===== config.mk =====
export PLATFORM = sky130hd
export DESIGN_NAME = pdbc_ram
export DESIGN_NICKNAME = d
export VERILOG_FILES = /design/src/hdl/pdbc_ram.sv
export SDC_FILE = /design/constraint.sdc
export NUM_CORES = 2
export LEC_CHECK = 0
export ABC_AREA = 1
export BUFFER_PORTS_ARGS = -buffer_cell sky130_fd_sc_hd__clkbuf_2
export CAP_MARGIN = 10
export CORE_MARGIN = 4
export CORE_UTILIZATION = 45
export CTS_CLUSTER_SIZE = 10
export DETAILED_ROUTE_END_ITERATION = 7
export HOLD_SLACK_MARGIN = 0.15
export MAX_ROUTING_LAYER = met4
export PLACE_DENSITY_LB_ADDON = 0.1
export REMOVE_ABC_BUFFERS = 1
export SLEW_MARGIN = 30
export SYNTH_ARGS = -nofsm -noshare
export SYNTH_HDL_FRONTEND = slang
export SYNTH_SLANG_ARGS = --single-unit

===== constraint.sdc =====
create_clock -name clk -period 5.4 [get_ports clk]
set_clock_uncertainty 0.1 [all_clocks]
set_input_delay 0.54 -clock clk [delete_from_list [all_inputs] [get_ports clk]]
set_output_delay 0.54 -clock clk [all_outputs]
set_load 0.01 [all_outputs]

===== src/hdl/pdbc_ram.sv =====
`timescale 1ns / 1ps
// ----------------------------------------------------------------------------
// pdbc_ram
// Generic simple dual-port RAM, one write port, one read port, registered read.
// ----------------------------------------------------------------------------
module pdbc_ram #(
    parameter int WIDTH = 16,
    parameter int DEPTH = 128
) (
    input  logic                     clk,
    input  logic                     wr_en,
    input  logic [$clog2(DEPTH)-1:0] wr_addr,
    input  logic [WIDTH-1:0]         wr_data,
    input  logic [$clog2(DEPTH)-1:0] rd_addr,
    output logic [WIDTH-1:0]         rd_data
);

    logic [WIDTH-1:0] mem [DEPTH];
    logic [WIDTH-1:0] rd_data_reg;

    always_ff @(posedge clk)
    begin
        if (wr_en)
        begin
            mem[wr_addr] <= wr_data;
        end
        rd_data_reg <= mem[rd_addr];
    end

    assign rd_data = rd_data_reg;

endmodule


==> out/results.txt <==
Leak: 32.1 nW
maximum VDD drop: 0.274 mV
GR Util All Layers: 26.2%
Row Count: 157
min-delay src: wr_data[12]
drt wl/cell: 26.2 um
Worst Tran Pin Value: 1040 ps
initial antenna violation count: 2
Via Count: 53458
RSZ-0062 raised after global routing: false
status: complete, no violations
Die Width: 437 um
Num CTS Buffers: 227
H-tree lvl count: 4
Hold Vio Cnt, Final: 0
Synth cell types: 15
flip-flop count of the largest register after layout: 2048
Starting Density: 45.2%
post-CTS setup buffer count: 0
Core Area: 183000 um^2
Startpoint Class: input port
Hold EP: mem[0][12]$_DFFE_PP_
1st-iter DRT viols: 5625
RePlAce Congestion: 0.808
Power per Cell Area: 362 nW/um^2
Fillers: 15931
Worst slew margin: 30.9%
max cap viols: 0
Vias/cell: 5.68
Hold Crit Class: input port to flip-flop
Worst-path clk slew: 60 ps
hpwl dp: 135 mm
Finished Layout Cells: 9416
Ys Warns: 0
CP endpoint kind: flip-flop
Die ar.: 191000 um^2
final setup vio count: 0
synthesized cell area: 82800 um^2
I/O Buffers: 47
worst reg2reg endpoint: rd_data[10]$_DFF_P_
layout cells sized above 1: 7.84%
IO Pins: 48
Post-Place Cells: 9084
Seq/Total Area, Yosys: 74.6%
Die H: 437 um
clock sink count: 2064
area grow syn2layout: 11.7%
CP Max Fanout: 160
Root Buffer: clkbuf_16
Tot Pwr: 33.5 mW
final net count: 6895
antenna-violating nets left: 0
Hold Path Cell Cnt: 1
fmax: 328 MHz
post-synthesis register bit count: 2064
vias in the first global route: 50364
required time worst endpoint: 6080 ps
CTS Buffer Depth: 3
largest net degree at the start of global routing: 160
reg-to-reg slack, setup: 3160 ps
DRC: 0
Final Critical Period: 3050 ps
Final Max Slew Viols: 0
first-pass GRT wire length: 360 mm
syn_area_per_cell: 12.2 um^2
routed wire length: 246 mm
Detailed Routing Iterations Pass 1: 5
CP arrival: 3720 ps
clock latency reported for the late side of the worst-skew pair: 860 ps
kind of critical path: input port to flip-flop
total grt overflow: 0
WHS: 168 ps
worst r2r src: mem[111][10]$_DFFE_PP_
Final period util: 56.4%
Worst R2R Path Depth: 8
Cells after Synth: 6793
CTS tree: done
## synthesized netlist by cell type
master,instances,area [um^2]
buf_1,41,154
buf_2,251,1260
buf_4,61,458
buf_6,22,248
buf_8,1,15.0
clkbuf_1,81,304
dfxtp_1,16,320
edfxtp_1,2048,61500
inv_1,21,78.8
inv_2,2,7.51
inv_4,1,6.26
nand2_1,2087,7830
nand3_1,2019,10100
nor2_1,134,503
nor3_1,8,40.0
## layer usage
metal  global-route usage (%)  up-vias  wire (um)
met4                     7.44        0       7250
met3                     3.81      346      16400
met5                        -        -          0
met2                     39.8     1873     114000
met1                     37.3    26911     108000
li1                         -    24328          -
## stage by stage
stage / setup slack [ps] / util, % / setup TNS, ps / cell area (um^2)
after floorplan: -793 / - / -12670 / 80400
after global placement: 1500 / 47.0 / 0 / 86000
after detailed placement: 1500 / 47.0 / 0 / 86100
after CTS: 2440 / 50.5 / 0 / 92400
after global routing: 2220 / 50.5 / 0 / 92500
final: 2350 / 50.5 / 0 / 92500
## cells in the final DEF (no fill, tap or decap), drive strengths merged
master	count
clkbuf	327
inv	30
nor2	134
nand3	2019
clkinv	7
nand2	2087
diode	4
buf	260
nor3	8
dfxtp	16
edfxtp	2048
dlygate4sd3	12
## what timing repair did
action	CTS	global route
gates resized for setup	0	0
endpoints found under the hold margin	202	103
hold buffers	9	3
## report_power, final
group | switching (mW) | leakage (nW) | internal [mW] | total, mW
clock network | 5.98 | 3.02 | 7.66 | 13.6
registers | 0.0284 | 18.5 | 17.7 | 17.7
logic | 1.63 | 10.6 | 0.481 | 2.12
total | 7.64 | 32.1 | 25.8 | 33.5
## worst max path at each step
stage	from	end	slack, ps	cells after the start
finish	rd_addr[0]	rd_data[5]$_DFF_P_	2350	12
global route	rd_addr[0]	rd_data[5]$_DFF_P_	2220	12
CTS	rd_addr[0]	rd_data[5]$_DFF_P_	2440	12
detailed placement	rd_addr[0]	rd_data[7]$_DFF_P_	1500	12
global placement	rd_addr[0]	rd_data[7]$_DFF_P_	1500	12
floorplan	rd_addr[0]	rd_data[0]$_DFF_P_	-790	9
## kinds of logic (layout without fill, tap and decap cells)
group         count (synthesis)  after routing  synth area share, %
buf+inv                     481            636                 3.05
flops                      2064           2064                 74.6
other cells                   0              4                    0
simple gates               4248           4248                 22.3
## worst max-delay path, stage by stage
cell and delay (ps):
buf_8 220, inv_16 530, buf_12 370, buf_4 350, nand2_1 80, nand3_1 80, nand3_1 90, nand3_1 160
nand3_1 150, nand3_1 280, nand3_1 400, nand2_1 180
## layout make-up
cell class / count / area [um^2] / share of cell area (%)
Inverter: 24 / 128 / 0.138
Sequential cell: 2064 / 61800 / 66.8
Clock buffer: 301 / 6020 / 6.51
Timing Repair Buffer: 298 / 2680 / 2.89
Tap cell: 2464 / 3080 / 3.33
Antenna cell: 4 / 10.0 / 0.0108
Multi-Input combinational cell: 4248 / 18500 / 20.0
Clock inverter: 13 / 234 / 0.253
Power figures use the tool's default switching activity.
