## config.mk

```make
export PLATFORM = sky130hd
export DESIGN_NAME = pdbc_out
export DESIGN_NICKNAME = d
export VERILOG_FILES = /design/src/hdl/pdbc_pkg.sv /design/src/hdl/pdbc_out.sv
export SDC_FILE = /design/constraint.sdc
export NUM_CORES = 1
export LEC_CHECK = 0
export BUFFER_PORTS_ARGS = -buffer_cell sky130_fd_sc_hd__buf_4
export CORE_MARGIN = 3
export CORE_UTILIZATION = 34
export CTS_CLUSTER_DIAMETER = 200
export DETAILED_ROUTE_END_ITERATION = 7
export PLACE_DENSITY = 0.82
export SLEW_MARGIN = 10
export SYNTH_ARGS = -nofsm -noshare
export SYNTH_HDL_FRONTEND = slang
export SYNTH_SLANG_ARGS = --single-unit
```

## constraint.sdc

```tcl
create_clock -name clk -period 0.8 [get_ports clk]
set_clock_uncertainty 0.05 [all_clocks]
set_input_delay 0.16 -clock clk [delete_from_list [all_inputs] [get_ports clk]]
set_output_delay 0.16 -clock clk [all_outputs]
set_load 0.02 [all_outputs]
```

## src/hdl/pdbc_pkg.sv

```systemverilog
`timescale 1ns / 1ps
// ----------------------------------------------------------------------------
// pdbc_pkg
// Shared types and constants for the pinch detector and balanced cut block.
// ----------------------------------------------------------------------------
package pdbc_pkg;

    // control sequencer
    typedef enum logic [1:0] {
        ST_IDLE,
        ST_PUSH,
        ST_EMIT
    } state_t;

    // configuration register map
    localparam int CFG_INDEX_BITS = 1;
    localparam int CFG_DATA_BITS  = 32;
    localparam logic [CFG_INDEX_BITS-1:0] REG_WINDOW_RADIUS = 1'b0;
    localparam logic [CFG_INDEX_BITS-1:0] REG_TARGET_SPAN   = 1'b1;

    localparam int RADIUS_BITS = 6;
    localparam logic [RADIUS_BITS-1:0]   RADIUS_RESET = 6'd8;
    localparam logic [CFG_DATA_BITS-1:0] SPAN_RESET   = 32'd1;

    localparam int REGION_BITS = 15;
    localparam logic [REGION_BITS-1:0] REGION_MAX  = 15'h7fff;
    localparam logic [15:0]            REGION_NONE = 16'hffff;

    // commands into the max queue
    typedef struct packed {
        logic clear;
        logic trim_back;
        logic push;
        logic expire_front;
        logic rd_front;
    } q_cmd_t;

    // status out of the max queue
    typedef struct packed {
        logic empty;
        logic back_drop;
        logic front_stale;
    } q_stat_t;

    // one result item
    typedef struct packed {
        logic        pinch;
        logic        boundary;
        logic [15:0] region_id;
        logic        final_result;
    } res_t;

endpackage

```

## src/hdl/pdbc_out.sv

```systemverilog
`timescale 1ns / 1ps
// ----------------------------------------------------------------------------
// pdbc_out
// Output register stage with valid/stall handshake.
// ----------------------------------------------------------------------------
module pdbc_out (
    input  logic           clk,
    input  logic           rst_n,
    input  logic           load,
    input  pdbc_pkg::res_t res_in,
    output logic           free,
    output logic           out_valid,
    input  logic           out_stall,
    output pdbc_pkg::res_t res_out
);

    import pdbc_pkg::*;

    logic valid_reg;
    res_t res_reg;

    assign free = !valid_reg || !out_stall;

    always_ff @(posedge clk or negedge rst_n)
    begin
        if (!rst_n)
        begin
            valid_reg <= 1'b0;
        end
        else if (load)
        begin
            valid_reg <= 1'b1;
        end
        else if (!out_stall)
        begin
            valid_reg <= 1'b0;
        end
    end

    always_ff @(posedge clk)
    begin
        if (load)
        begin
            res_reg <= res_in;
        end
    end

    assign out_valid = valid_reg;
    assign res_out   = res_reg;

endmodule

```

==> out/metrics.cfg <==
[global_routing]
grt_pass1_wl_um=2120
antenna_found_initial=0
grtUsageTotal_pct=13.8
grt_pass1_vias=448
grt_max_degree=21
gr-total-overflow=0

[flow_run]
drv_cap=0

[worst_setup_path]
worstPathRequired_ns=0.59
endpoint_kind=output port
cp_slowest_cell=dfrtp_2
cp-start-kind=flop
crit_chain=nand2_2 -> buf_6
path_class=flop to output port
cpPeakStageDelay_ns=0.44
critPathMaxFanout=3
crit_arrival_ns=0.90

[outcome]
status=finished with violations
violations=setup timing

[sta]
tightest_slew_ns=0.247
hold_ws_ns=0.0600
max_freq_ghz=0.901
setup_ws_ns=-0.309
relSlewSlack_pct=83.5
period_share_pct=139
final_hold_viol_count=0
rsz0062_at_grt=yes
setup_violations=37
drv_slew=0
min_period_ns=1.11

[place]
placed_area_sq_um=963
gp_congestion=0.682
port_buffers=43
place_ws_ns=-0.00430

[clock_network]
cts_tree=yes
root_buffer=clkbuf_4
cts.sinks=20
clock_latency_ns=0.28
cts_buffer_depth=2
numCtsBuffers=3
htree_levels=1
clkSlewWorstSetupHoldPaths_ns=0.10

[worst_hold_path]
hp-class=input port to flop

[logic_synthesis]
yosys.area_share.xor_xnor_pct=0
synth_nets=45
ys_seq_area_share_pct=98.1
synth_top_cell_by_area=edfxtp_1
synth_top_area_share_pct=94.0
ys.warnings.count=0
async_reset_ff_share_pct=5.00
syn-cell-area_sq_um=607
yosysMostFrequentCell=edfxtp_1
synthTopCellsByArea=edfxtp_1, dfrtp_1, a21o_1
synth_top_family_by_area=compound AO/OA/AOI/OAI gates
synthSimpleGateAreaFrac_pct=0.619
synth.distinct_cells=4
synth_common_cells=edfxtp_1, a21o_1, dfrtp_1, nand2_1
yosys_most_used_dff=edfxtp_1
synthMuxAreaShare_pct=0
synth_fa_ha_area_share_pct=0
syn_inst=22
ys_ff_latch=20
avgSynthCellArea_sq_um=27.6
synth-edff-count=19
synth_compound_area_share_pct=1.24

[floorplan]
rows=14
ioPinCount=44
dieHeight_um=48.2
die_x_um=48.2
start_util_pct=38.1
coreArea_sq_um=1590
die-area_sq_um=2330

[finish]
nFillCells=82
fin_nets=113
final_core_util_pct=81.5
fin_area_sq_um=1300
antenna_cells=0
drive_above_1_share_pct=55.1
syn_to_final_growth_pct=114

[power]
p_leak_nw=0.574
peakVddDrop_v=0.00147
power_density_nw_per_um2=1960

[detailed_routing]
drtAntennaViolNets=0
drt_iter0_drc=4
first_pass_iters=4
vias=465
wirelength_um=1800
drc=0
viasPerCell=4.12
wl_per_cell_um=15.9

-- registers in the layout, indices dropped and copies added, names as in the netlist --
name	cells
out_valid	1
res_out	19
-- routing by layer --
layer  global-route usage (%)  share of wire [%]
met4                     4.84                  0
met2                     24.2                 61
met5                        0                  0
met1                     17.7                 37
met3                     1.11                1.5
-- what timing repair did --
item                                   CTS  global route
endpoints found under the hold margin   20             7
hold buffers                            13             7
resized for setup                       19             4
setup endpoints to repair               21            24
pin swaps                                1             0
buffers inserted                         0             0
-- logic make-up (layout without fill, tap and decap cells) --
group	after synthesis	count (layout)
flops	20	20
compound gates	1	1
simple gates	1	1
buf+inv	0	67
-- report_power, final --
part | leakage (nW) | switching, W | internal [W]
registers | 0.196 | 0.0000442 | 0.00124
logic | 0.350 | 0.000194 | 0.000282
clock network | 0.0279 | 0.000285 | 0.000506
-- layout make-up --
type / instances / area (sq um) / share of cell area (%)
Clock buffer: 3 / 22.5 / 1.73
Clock inverter: 1 / 30.0 / 2.31
Multi-Input combinational cell: 2 / 13.8 / 1.06
Sequential cell: 20 / 597 / 46.0
Tap cell: 24 / 30.0 / 2.31
Timing Repair Buffer: 63 / 606 / 46.6
-- worst max-delay path: cells and delay by family, from the launching register on --
kind,cells,cell delay (ns)
buffers and inverters,1,0.11
flip-flops,1,0.44
AND/OR/NAND/NOR,1,0.07
-- through the flow --
step                setup TNS (ns)  cells  power, W
detailed placement        -0.00430     89   0.00164
finish                       -5.68    113   0.00255
global route                 -6.46    113   0.00266
floorplan                        0     22   0.00140
CTS                          -5.72    106   0.00255
global placement                 0     89   0.00162
-- worst paths after layout --
kind	startpoint	end	slack [ns]	cells past startpoint
worst min register to register	out_valid$_DFFE_PN0P_	out_valid$_DFFE_PN0P_	0.49	1
worst max register to register	out_valid$_DFFE_PN0P_	out_valid$_DFFE_PN0P_	0.05	1
max in group asynchronous	rst_n	out_valid$_DFFE_PN0P_	0.48	2
worst max-delay path	out_valid$_DFFE_PN0P_	free	-0.31	2
worst min-delay path	out_stall	out_valid$_DFFE_PN0P_	0.06	2
min in group asynchronous	rst_n	out_valid$_DFFE_PN0P_	0.13	2
-- layout by cell type, fill, tap and decap left out, drive strengths merged --
master	n
a21o	1
clkbuf	3
edfxtp	19
dfrtp	1
dlymetal6s4s	3
buf	43
dlygate4sd3	17
bufinv	1
nand2	1
Note: power is estimated with default switching activity, not from simulation.
